### src/sv/alarm_blink_pattern_monitor_top_assert.svh
// Assertion macros for the alarm blink pattern monitor.
// Needs clk and rst_n in the scope where the macros are used.
`ifndef ALARM_BLINK_PATTERN_MONITOR_TOP_ASSERT_SVH
`define ALARM_BLINK_PATTERN_MONITOR_TOP_ASSERT_SVH

// same-cycle implication
`define ABPM_IMPLY(label, ante, cons, msg) \
    label: assert property (@(posedge clk) disable iff (!rst_n) (ante) |-> (cons)) \
        else $error(msg);

// next-cycle implication
`define ABPM_NEXT(label, ante, cons, msg) \
    label: assert property (@(posedge clk) disable iff (!rst_n) (ante) |=> (cons)) \
        else $error(msg);

`endif

### src/sv/abpm_pkg.sv
// Shared types and constants for the alarm blink pattern monitor.
// No dependencies.
package abpm_pkg;

    localparam int CH_IN_W    = 3;
    localparam int TIME_W     = 32;
    localparam int COUNT_W    = 8;
    localparam int CFG_ADDR_W = 3;
    localparam int CFG_DATA_W = 20;

    localparam logic [COUNT_W-1:0] COUNT_MAX = 8'hFF;

    typedef enum logic [CFG_ADDR_W-1:0] {
        REG_SAMPLE_INTERVAL = 3'd0,
        REG_EXPECTED_WIDTH  = 3'd1,
        REG_WIDTH_TOLERANCE = 3'd2,
        REG_WINDOW          = 3'd3,
        REG_CONTINUOUS      = 3'd4,
        REG_OVERCURRENT     = 3'd5,
        REG_OVERVOLTAGE     = 3'd6,
        REG_POSITION_ERROR  = 3'd7
    } reg_index_t;

    typedef enum logic [1:0] {
        CLS_OVERCURRENT = 2'd0,
        CLS_OVERVOLTAGE = 2'd1,
        CLS_POSITION    = 2'd2,
        CLS_UNKNOWN     = 2'd3
    } pattern_class_t;

    typedef struct packed {
        logic [15:0]        sample_interval;
        logic [15:0]        expected_width;
        logic [15:0]        width_tolerance;
        logic [19:0]        window;
        logic [19:0]        continuous;
        logic [COUNT_W-1:0] overcurrent;
        logic [COUNT_W-1:0] overvoltage;
        logic [COUNT_W-1:0] position_error;
    } cfg_t;

    typedef struct packed {
        logic [TIME_W-1:0]  last_sample;
        logic [TIME_W-1:0]  window_start;
        logic [TIME_W-1:0]  pulse_start;
        logic               prev_level;
        logic               pulse_active;
        logic [COUNT_W-1:0] count;
        logic               critical;
    } chan_t;

    typedef struct packed {
        logic [CH_IN_W-1:0] channel;
        logic               level;
        logic [TIME_W-1:0]  now;
    } sample_t;

    typedef struct packed {
        logic [CH_IN_W-1:0] channel_out;
        logic               accepted;
        logic               pulse_counted;
        logic [TIME_W-1:0]  pulse_width;
        logic               window_closed;
        pattern_class_t     pattern_class;
        logic [COUNT_W-1:0] pattern_count;
        logic               channel_critical;
    } result_t;

endpackage

### src/sv/abpm_cfg_regs.sv
// Configuration register bank of the alarm blink pattern monitor.
// Depends on abpm_pkg.
module abpm_cfg_regs (
    input  logic                             clk,
    input  logic                             rst_n,
    input  logic                             cfg_we,
    input  logic [abpm_pkg::CFG_ADDR_W-1:0]  cfg_addr,
    input  logic [abpm_pkg::CFG_DATA_W-1:0]  cfg_wdata,
    output abpm_pkg::cfg_t                   cfg
);

    abpm_pkg::cfg_t cfg_reg;

    always_ff @(posedge clk or negedge rst_n)
    begin
        if (!rst_n)
        begin
            cfg_reg.sample_interval <= 16'd10;
            cfg_reg.expected_width  <= 16'd200;
            cfg_reg.width_tolerance <= 16'd50;
            cfg_reg.window          <= 20'd5000;
            cfg_reg.continuous      <= 20'd10000;
            cfg_reg.overcurrent     <= 8'd2;
            cfg_reg.overvoltage     <= 8'd3;
            cfg_reg.position_error  <= 8'd4;
        end
        else if (cfg_we)
        begin
            case (cfg_addr)
                abpm_pkg::REG_SAMPLE_INTERVAL: cfg_reg.sample_interval <= cfg_wdata[15:0];
                abpm_pkg::REG_EXPECTED_WIDTH:  cfg_reg.expected_width  <= cfg_wdata[15:0];
                abpm_pkg::REG_WIDTH_TOLERANCE: cfg_reg.width_tolerance <= cfg_wdata[15:0];
                abpm_pkg::REG_WINDOW:          cfg_reg.window          <= cfg_wdata[19:0];
                abpm_pkg::REG_CONTINUOUS:      cfg_reg.continuous      <= cfg_wdata[19:0];
                abpm_pkg::REG_OVERCURRENT:     cfg_reg.overcurrent     <= cfg_wdata[7:0];
                abpm_pkg::REG_OVERVOLTAGE:     cfg_reg.overvoltage     <= cfg_wdata[7:0];
                abpm_pkg::REG_POSITION_ERROR:  cfg_reg.position_error  <= cfg_wdata[7:0];
                default: ;
            endcase
        end
    end

    assign cfg = cfg_reg;

endmodule

### src/sv/abpm_chan_state.sv
// Per-channel state registers with read select and critical flag summary.
// Depends on abpm_pkg.
module abpm_chan_state #(
    parameter int CHANNELS = 5
) (
    input  logic                          clk,
    input  logic                          rst_n,
    input  logic [abpm_pkg::CH_IN_W-1:0]  channel,
    input  logic                          wr_en,
    input  abpm_pkg::chan_t               st_next,
    output abpm_pkg::chan_t               rd_state,
    output logic                          any_next
);

    localparam int IDX_W = (CHANNELS > 1) ? $clog2(CHANNELS) : 1;

    abpm_pkg::chan_t   st_reg [CHANNELS];
    logic [31:0]       ch_ext;
    logic [IDX_W-1:0]  idx;
    logic              in_range;

    assign ch_ext   = 32'(channel);
    assign idx      = ch_ext[IDX_W-1:0];
    assign in_range = ch_ext < 32'(CHANNELS);

    assign rd_state = in_range ? st_reg[idx] : '0;

    always_ff @(posedge clk or negedge rst_n)
    begin
        if (!rst_n)
        begin
            for (int i = 0; i < CHANNELS; i++)
            begin
                st_reg[i] <= '0;
            end
        end
        else if (wr_en && in_range)
        begin
            st_reg[idx] <= st_next;
        end
    end

    // flags as they stand after this item's write
    always_comb
    begin
        any_next = 1'b0;
        for (int i = 0; i < CHANNELS; i++)
        begin
            if (wr_en && in_range && (idx == IDX_W'(i)))
            begin
                any_next = any_next | st_next.critical;
            end
            else
            begin
                any_next = any_next | st_reg[i].critical;
            end
        end
    end

endmodule

### src/sv/abpm_step_logic.sv
// Single-item step: rate limit, edge and pulse width check, window classification.
// Depends on abpm_pkg.
module abpm_step_logic #(
    parameter int CHANNELS = 5
) (
    input  abpm_pkg::sample_t  smp,
    input  abpm_pkg::cfg_t     cfg,
    input  abpm_pkg::chan_t    cur,
    output logic               wr_en,
    output abpm_pkg::chan_t    nxt,
    output abpm_pkg::result_t  res
);

    logic                            in_range;
    logic                            acc;
    logic [abpm_pkg::TIME_W-1:0]     since_last;
    logic [abpm_pkg::TIME_W-1:0]     width;
    logic [abpm_pkg::TIME_W-1:0]     win_age;
    logic [15:0]                     lo;
    logic [16:0]                     hi;
    logic                            width_ok;
    logic                            falling;
    logic                            counted;
    logic [abpm_pkg::COUNT_W-1:0]    cnt_mid;
    logic                            closed;
    logic                            cont;

    assign in_range   = 32'(smp.channel) < 32'(CHANNELS);
    assign since_last = smp.now - cur.last_sample;
    assign acc        = in_range && (since_last >= 32'(cfg.sample_interval));

    assign width    = smp.now - cur.pulse_start;
    assign lo       = (cfg.expected_width > cfg.width_tolerance)
                    ? (cfg.expected_width - cfg.width_tolerance) : 16'd0;
    assign hi       = 17'(cfg.expected_width) + 17'(cfg.width_tolerance);
    assign width_ok = (width >= 32'(lo)) && (width <= 32'(hi));

    assign falling  = (cur.prev_level != smp.level) && !smp.level && cur.pulse_active;
    assign counted  = falling && width_ok;
    assign cnt_mid  = (counted && (cur.count != abpm_pkg::COUNT_MAX))
                    ? cur.count + 8'd1 : cur.count;

    assign win_age  = smp.now - cur.window_start;
    assign closed   = win_age >= 32'(cfg.window);
    // a closed window leaves the count at zero, so the !closed term keeps this from firing then
    assign cont     = !closed && (cnt_mid != '0) && (win_age >= 32'(cfg.continuous));

    assign wr_en = acc;

    always_comb
    begin
        nxt             = cur;
        res             = '0;
        res.channel_out = smp.channel;
        if (acc)
        begin
            res.accepted    = 1'b1;
            nxt.last_sample = smp.now;
            nxt.prev_level  = smp.level;
            nxt.count       = cnt_mid;
            if ((cur.prev_level != smp.level) && smp.level)
            begin
                nxt.pulse_start  = smp.now;
                nxt.pulse_active = 1'b1;
            end
            if (falling)
            begin
                nxt.pulse_active  = 1'b0;
                res.pulse_width   = width;
                res.pulse_counted = counted;
            end
            if (closed)
            begin
                if (cnt_mid != '0)
                begin
                    res.window_closed = 1'b1;
                    res.pattern_count = cnt_mid;
                    if (cnt_mid == cfg.overcurrent)
                    begin
                        res.pattern_class = abpm_pkg::CLS_OVERCURRENT;
                        nxt.critical      = 1'b1;
                    end
                    else if (cnt_mid == cfg.overvoltage)
                    begin
                        res.pattern_class = abpm_pkg::CLS_OVERVOLTAGE;
                        nxt.critical      = 1'b1;
                    end
                    else if (cnt_mid == cfg.position_error)
                    begin
                        res.pattern_class = abpm_pkg::CLS_POSITION;
                    end
                    else
                    begin
                        res.pattern_class = abpm_pkg::CLS_UNKNOWN;
                    end
                end
                nxt.count        = '0;
                nxt.window_start = smp.now;
            end
            if (cont)
            begin
                nxt.critical = 1'b1;
            end
        end
        res.channel_critical = in_range ? nxt.critical : 1'b0;
    end

endmodule

### src/sv/alarm_blink_pattern_monitor_top.sv
// Top level of the alarm blink pattern monitor: input register, step, result register.
// Depends on abpm_pkg, abpm_cfg_regs, abpm_chan_state, abpm_step_logic and the assert header.
//
// Usage:
//   Input channel (in_valid/in_ready) carries one alarm line sample per item:
//   channel, level and a millisecond timestamp now_ms. Output channel
//   (out_valid/out_ready) returns exactly one result item per input item, in order.
//   Items enter an input register, the per-channel step runs combinationally from
//   there into the result register, and one item per cycle is sustained while
//   out_ready stays high. Per-channel state is updated at the edge the result
//   is loaded, so consecutive items on one channel see each other's effects
//   without stall.
//   When out_ready is low the result register holds; the input register still
//   takes one more item, then in_ready drops until the result is taken.
//   Configuration: cfg_we writes cfg_wdata to register cfg_addr at the clock edge;
//   the user must write only while no item is in flight, which the block does not enforce.
//   Reset (rst_n low, asynchronous) empties both registers, clears all channel
//   state and critical flags, and loads the configuration defaults.
`include "alarm_blink_pattern_monitor_top_assert.svh"

module alarm_blink_pattern_monitor_top #(
    parameter int CHANNELS = 5
) (
    input  logic                             clk,
    input  logic                             rst_n,
    input  logic                             cfg_we,
    input  logic [abpm_pkg::CFG_ADDR_W-1:0]  cfg_addr,
    input  logic [abpm_pkg::CFG_DATA_W-1:0]  cfg_wdata,
    input  logic                             in_valid,
    output logic                             in_ready,
    input  logic [abpm_pkg::CH_IN_W-1:0]     channel,
    input  logic                             level,
    input  logic [abpm_pkg::TIME_W-1:0]      now_ms,
    output logic                             out_valid,
    input  logic                             out_ready,
    output logic [abpm_pkg::CH_IN_W-1:0]     channel_out,
    output logic                             accepted,
    output logic                             pulse_counted,
    output logic [abpm_pkg::TIME_W-1:0]      pulse_width_ms,
    output logic                             window_closed,
    output logic [1:0]                       pattern_class,
    output logic [abpm_pkg::COUNT_W-1:0]     pattern_count,
    output logic                             channel_critical,
    output logic                             any_critical
);

    abpm_pkg::cfg_t     cfg;
    abpm_pkg::sample_t  in_reg;
    logic               in_valid_reg;
    abpm_pkg::result_t  out_reg;
    logic               out_any_reg;
    logic               out_valid_reg;
    logic               advance;
    abpm_pkg::chan_t    cur_state;
    abpm_pkg::chan_t    st_next;
    logic               wr_en;
    abpm_pkg::result_t  res_next;
    logic               any_next;

    assign advance  = in_valid_reg && (!out_valid_reg || out_ready);
    assign in_ready = !in_valid_reg || advance;

    abpm_cfg_regs u_cfg (
        .clk       (clk),
        .rst_n     (rst_n),
        .cfg_we    (cfg_we),
        .cfg_addr  (cfg_addr),
        .cfg_wdata (cfg_wdata),
        .cfg       (cfg)
    );

    abpm_chan_state #(.CHANNELS(CHANNELS)) u_state (
        .clk      (clk),
        .rst_n    (rst_n),
        .channel  (in_reg.channel),
        .wr_en    (wr_en && advance),
        .st_next  (st_next),
        .rd_state (cur_state),
        .any_next (any_next)
    );

    abpm_step_logic #(.CHANNELS(CHANNELS)) u_step (
        .smp   (in_reg),
        .cfg   (cfg),
        .cur   (cur_state),
        .wr_en (wr_en),
        .nxt   (st_next),
        .res   (res_next)
    );

    always_ff @(posedge clk or negedge rst_n)
    begin
        if (!rst_n)
        begin
            in_valid_reg <= 1'b0;
        end
        else if (in_ready)
        begin
            in_valid_reg <= in_valid;
        end
    end

    always_ff @(posedge clk)
    begin
        if (in_valid && in_ready)
        begin
            in_reg.channel <= channel;
            in_reg.level   <= level;
            in_reg.now     <= now_ms;
        end
    end

    always_ff @(posedge clk or negedge rst_n)
    begin
        if (!rst_n)
        begin
            out_valid_reg <= 1'b0;
        end
        else if (advance)
        begin
            out_valid_reg <= 1'b1;
        end
        else if (out_ready)
        begin
            out_valid_reg <= 1'b0;
        end
    end

    always_ff @(posedge clk)
    begin
        if (advance)
        begin
            out_reg     <= res_next;
            out_any_reg <= any_next;
        end
    end

    assign out_valid        = out_valid_reg;
    assign channel_out      = out_reg.channel_out;
    assign accepted         = out_reg.accepted;
    assign pulse_counted    = out_reg.pulse_counted;
    assign pulse_width_ms   = out_reg.pulse_width;
    assign window_closed    = out_reg.window_closed;
    assign pattern_class    = out_reg.pattern_class;
    assign pattern_count    = out_reg.pattern_count;
    assign channel_critical = out_reg.channel_critical;
    assign any_critical     = out_any_reg;

    `ABPM_IMPLY(a_acc, out_valid && (pulse_counted || window_closed), accepted, "work on reject")
    `ABPM_IMPLY(a_closed_nz, out_valid && window_closed, pattern_count != '0, "zero count")
    `ABPM_IMPLY(a_crit_in_any, out_valid && channel_critical, any_critical, "critical not in any")
    `ABPM_NEXT(a_advance_loads, advance, out_valid_reg, "result register not loaded")

endmodule

### config.mk
export PLATFORM = sky130hd
export DESIGN_NAME = alarm_blink_pattern_monitor_top
export DESIGN_NICKNAME = d
export VERILOG_FILES = /design/src/sv/abpm_pkg.sv /design/src/sv/abpm_cfg_regs.sv /design/src/sv/abpm_chan_state.sv /design/src/sv/abpm_step_logic.sv /design/src/sv/alarm_blink_pattern_monitor_top.sv
export VERILOG_INCLUDE_DIRS = /design/src /design/src/sv
export SDC_FILE = /design/constraint.sdc
export NUM_CORES = 2
export LEC_CHECK = 0
export ABC_AREA = 1
export ABC_CLOCK_PERIOD_IN_PS = 15000
export BUFFER_PORTS_ARGS = -buffer_cell sky130_fd_sc_hd__buf_2
export CORE_MARGIN = 2
export CORE_UTILIZATION = 45
export CTS_CLUSTER_DIAMETER = 120
export CTS_CLUSTER_SIZE = 12
export DETAILED_ROUTE_END_ITERATION = 8
export PLACE_DENSITY_LB_ADDON = 0.08
export SLEW_MARGIN = 25
export SYNTH_ARGS = -nofsm -noshare
export SYNTH_HDL_FRONTEND = slang
export SYNTH_SLANG_ARGS = --single-unit
### constraint.sdc
create_clock -name clk -period 15 [get_ports clk]
set_input_delay 4.5 -clock clk [delete_from_list [all_inputs] [get_ports clk]]
set_output_delay 4.5 -clock clk [all_outputs]
set_load 0.01 [all_outputs]
Yosys cells after proc, flatten, opt, wreduce, memory -nomap -nowiden

Index checks and enable logic that the tools add are counted.

Multiplexer cells: 33
Add/subtract/negate cells: 6
Bitwise logic cells: 12
Magnitude comparators: 9
Equality and inequality tests: 16
Reduce and logical (&&, ||, !) cells: 42

Operators by type and width:

| cell                                                            | number |
|---|---|
| 535-bit bitwise mux                                             | 1 |
| 107-bit 2-to-1 mux                                              | 5 |
| 107-bit binary-select mux with 3-bit select                     | 1 |
| 107-bit demux with 3-bit select                                 | 1 |
| 32-bit subtractor                                               | 3 |
| 32-bit by 16-bit >= comparator with 1-bit output                | 2 |
| 32-bit by 20-bit >= comparator with 1-bit output                | 2 |
| 32-bit 2-to-1 mux                                               | 2 |
| 45-bit 2-to-1 mux                                               | 1 |
| 33-bit 2-to-1 mux                                               | 1 |
| 32-bit by 17-bit less-or-equal comparator with 1-bit output     | 1 |
| 8-bit == test                                                   | 3 |
| 11-bit 2-to-1 mux                                               | 2 |
| 2-bit AND reduction                                             | 10 |
| 1-bit logical AND                                               | 19 |
| 16-bit by 16-bit adder with 17-bit output                       | 1 |
| 16-bit greater-than comparator                                  | 1 |
| 16-bit 2-to-1 mux                                               | 1 |
| 16-bit subtractor                                               | 1 |
| 3-bit == test, second input constant                            | 5 |
| 1-bit 2-to-1 mux                                                | 14 |
| 3-bit by 2-bit == test with 1-bit output, second input constant | 4 |
| 9-bit 2-to-1 mux                                                | 1 |
| 8-bit by 1-bit adder with 8-bit output, second input constant   | 1 |
| other kinds (19)                                                | 35 |

Register bits: 735
Bits of input ports: 64
Logic and storage cells: 176

Depth between registers and ports, before layout

Depth in word-level cells: 27
Depth in mapped cells: 55
Mapped depth without buffers: 53

Cells and area by module

A second synthesis with hierarchy kept.

Cell total of the unflattened synthesis: 5,681
Area, all modules: 42,409.4 um^2

Modules (own cells, without submodules):

| module                          | sequential area each (um^2) | times used | area each (um^2) | cells each |
|---|---|---|---|---|
| abpm_chan_state                 | 13,387.8                    | 1          | 22,798.1         | 2,777 |
| abpm_step_logic                 | 0.0                         | 1          | 12,469.5         | 2,299 |
| abpm_cfg_regs                   | 2,830.2                     | 1          | 4,450.5          | 505 |
| alarm_blink_pattern_monitor_top | 2,632.5                     | 1          | 2,691.3          | 100 |

Worst setup path before layout

OpenSTA, ideal clock, no wires.

Kind: input to output
Start point: input port out_ready
End point: output port in_ready
Arrival: 4.744 ns
Buffers on the path: 0
Path slack: 5.756 ns
Cell stages on the path: 4
Cell sequence: inv_1 nand2_1 inv_1 nand2_1

Word-level cells in the longest chain between the ends: 3

Ends and longest elaborated chain:

| element           | line                                  | source |
|---|---|---|
| from (decl)       | alarm_blink_pattern_monitor_top.sv:35 | `input logic out_ready,` |
| 1-bit logical OR  | alarm_blink_pattern_monitor_top.sv:60 | `assign advance = in_valid_reg && (!out_valid_reg \|\| out_ready);` |
| 1-bit logical AND | alarm_blink_pattern_monitor_top.sv:60 |  |
| 1-bit logical OR  | alarm_blink_pattern_monitor_top.sv:61 | `assign in_ready = !in_valid_reg \|\| advance;` |
| to (decl)         | alarm_blink_pattern_monitor_top.sv:30 | `output logic in_ready,` |

No other way between the ends.

Worst setup path in the final report

Same ends and word-level chain as after synthesis.

==> impl_metrics.json <==
{
  "status": "finished, final reports clean",
  "worst-path-max-fanout": 3,
  "grt_pass1_vias": 34157,
  "worstMarginPinSlew_ns": 1.02,
  "grt_start_max_net_pins": 155,
  "fmax_mhz": 105,
  "clockBufferDepth": 3,
  "fin_crit_ns": 9.56,
  "synth-xor-area-share_pct": 1.83,
  "clock_latency_ns": 0.66,
  "setup_viol": 0,
  "grt_pass1_wl_mm": 204,
  "synth-simple-area-share_pct": 23.5,
  "vias_per_cell": 5.42,
  "hold_violations": 0,
  "ant_nets": 0,
  "min_path_type": "reg2reg",
  "synth_compound_area_share_pct": 14.9,
  "synth_area_mm2": 0.0411,
  "power.leakage_nw": 21.7,
  "io_pins": 116,
  "critPathKind": "in2out",
  "synth_warnings": 0,
  "synth-seq-cells": 735,
  "synth_fa_ha_area_share_pct": 6.72,
  "maxSlewHeadroom_pct": 31.7,
  "rsz0062_at_grt": "no",
  "synth_most_common_cell": "nand2_1",
  "die_w_um": 306,
  "worst_hold_path.num_cells": 2,
  "grt_overflow": 0,
  "ys.flop_type": "dfrtp_1",
  "whs_ns": 0.480,
  "holdCritStartpoint": "u_state.st_reg[315]$_DFFE_PN0P_",
  "core_area_mm2": 0.0903,
  "ys_seq_area_share_pct": 45.8,
  "fin_setup_tns_ns": 0,
  "antenna_found_initial": 4,
  "cts_setup_buffers": 0,
  "cp.required_ns": 10.50,
  "synth_top_family_by_area": "simple AND/OR/NAND/NOR gates",
  "hold_end": "u_state.st_reg[315]$_DFFE_PN0P_",
  "cts_max_level": 3,
  "synth_mux_area_share_pct": 0,
  "yosysTopAreaCell": "dfrtp_1",
  "cts_buffers": 71,
  "rrSetupSlack_ns": 6.66,
  "place_hpwl_mm": 86.5,
  "rr_worst_depth": 39,
  "maxSlewViolCount": 0,
  "routed_wl_mm": 130,
  "skew_ns": 0.0240,
  "avgSynthCellArea_um2": 7.79,
  "cp-start-kind": "input port",
  "placed_area_mm2": 0.0428,
  "syn_to_final_growth_pct": 8.91,
  "cts_hold_buf": 0,
  "layout-drive-gt1-share_pct": 7.15,
  "worst_setup_path_end_kind": "output port",
  "final_cell_area_mm2": 0.0448,
  "synth_cells": 5281,
  "worstPathArrival_ns": 5.06,
  "first_pass_iters": 6,
  "port_buffers": 115,
  "max-vdd-ir-drop_uv": 85.3,
  "cts_root_buf": "clkbuf_16",
  "drt_iter0_drc": 3164,
  "vias": 35280,
  "dieArea_mm2": 0.0939,
  "cts_tree": "built",
  "final_nets": 5575,
  "fin_util_pct": 49.6,
  "die_height_um": 306,
  "clk_pin_slew_ns": 0.06,
  "clkSinkCount": 735,
  "startpoint": "out_ready",
  "synth_nets": 5563,
  "async_reset_ff_share_pct": 88.3,
  "gp_congestion": 0.934,
  "wire_per_inst_um": 20.0,
  "yosysUniqueCellTypes": 57,
  "cts_resized": 0,
  "drv_cap": 0,
  "initial_core_util_pct": 45.6,
  "synth_area_leaders": "dfrtp_1 38%, nand2_1 17%, o21ai_0 7.2%",
  "synth_common_cells": "1903 x nand2_1, 627 x dfrtp_1, 594 x o21ai_0",
  "r2r_start": "in_reg[34]$_DFFE_PP_",
  "finalCritPeriodShare_pct": 63.8,
  "netlist.area_leader.share_pct": 38.1,
  "timing.rr.end": "any_critical$_DFFE_PP_",
  "synth_edf_count": 86,
  "largest_reg_flops": 535,
  "grt_usage_pct": 28.0,
  "num_rows": 110,
  "drt_drc_violations_left": 0,
  "p_per_area_mw_per_mm2": 153
}
==> worst max-delay path by stage <==
stage,end
finish,in_ready
global route,in_ready
CTS,in_ready
detailed placement,in_ready
global placement,in_ready
floorplan,in_ready
==> layer usage <==
layer | routed length (um) | share of wire (%) | global-route usage, % | up-vias
met5 | 0 | 0 | 0 | -
met4 | 3400 | 2.6 | 7.38 | 0
met3 | 6670 | 5.1 | 3.45 | 205
met2 | 60900 | 47 | 46.6 | 956
met1 | 59300 | 46 | 38.8 | 16874
li1 | - | - | - | 17245
==> power breakdown <==
part / internal (mW) / switching, mW / leakage [nW]
Combinational: 0.848 / 1.50 / 11.6
Clock: 0.890 / 0.810 / 0.969
Sequential: 2.56 / 0.276 / 9.17
==> cell families after synthesis <==
family | count (synthesis)
and+or+nand+nor | 2398
AOI/OAI and AO/OA | 1079
buffers and inverters | 765
DFF | 735
adders and majority gates | 218
xor gates and xnor gates | 86
==> cells in the final DEF, fill, tap and decap left out, drive strengths merged, types with 11 or more instances in the layout <==
master	synthesis	final
nand2	1923	1923
o21ai	676	676
dfrtp	627	627
inv	536	540
nor2	216	216
ha	213	213
buf	62	168
a21oi	166	166
nand3	122	122
a22oi	102	102
clkbuf	167	99
edfxtp	86	86
nand4	81	81
o2111ai	69	69
xor2	53	53
xnor2	33	33
nor3	29	29
dfstp	22	22
o21bai	14	14
a21boi	11	11
==> metrics by stage <==
stage                     setup slack [ns]  cells  power [mW]
final                                 5.44   6504        6.88
after global routing                  5.37   6504        7.41
after CTS                             5.44   6502        6.92
after detailed placement              5.44   6396        5.20
after global placement                5.41   6396        5.15
after floorplan                       5.76   5281        4.51
==> cell type report <==
class                           instances  area [um^2]
Antenna cell                            2         5.00
Clock buffer                           99         1910
Clock inverter                          7         95.1
Fill cell                            8999        45500
Inverter                              536         2030
Multi-Input combinational cell       3781        19400
Sequential cell                       735        18900
Tap cell                             1176         1470
Timing Repair Buffer                  168         1050
==> worst max-delay path, cell delays in order <==
cell and delay [ns]:
buf_2 0.09, inv_1 0.05, nand2_1 0.06, inv_1 0.11, nand2_1 0.10, buf_2 0.15
Power figures use the tool's default switching activity.
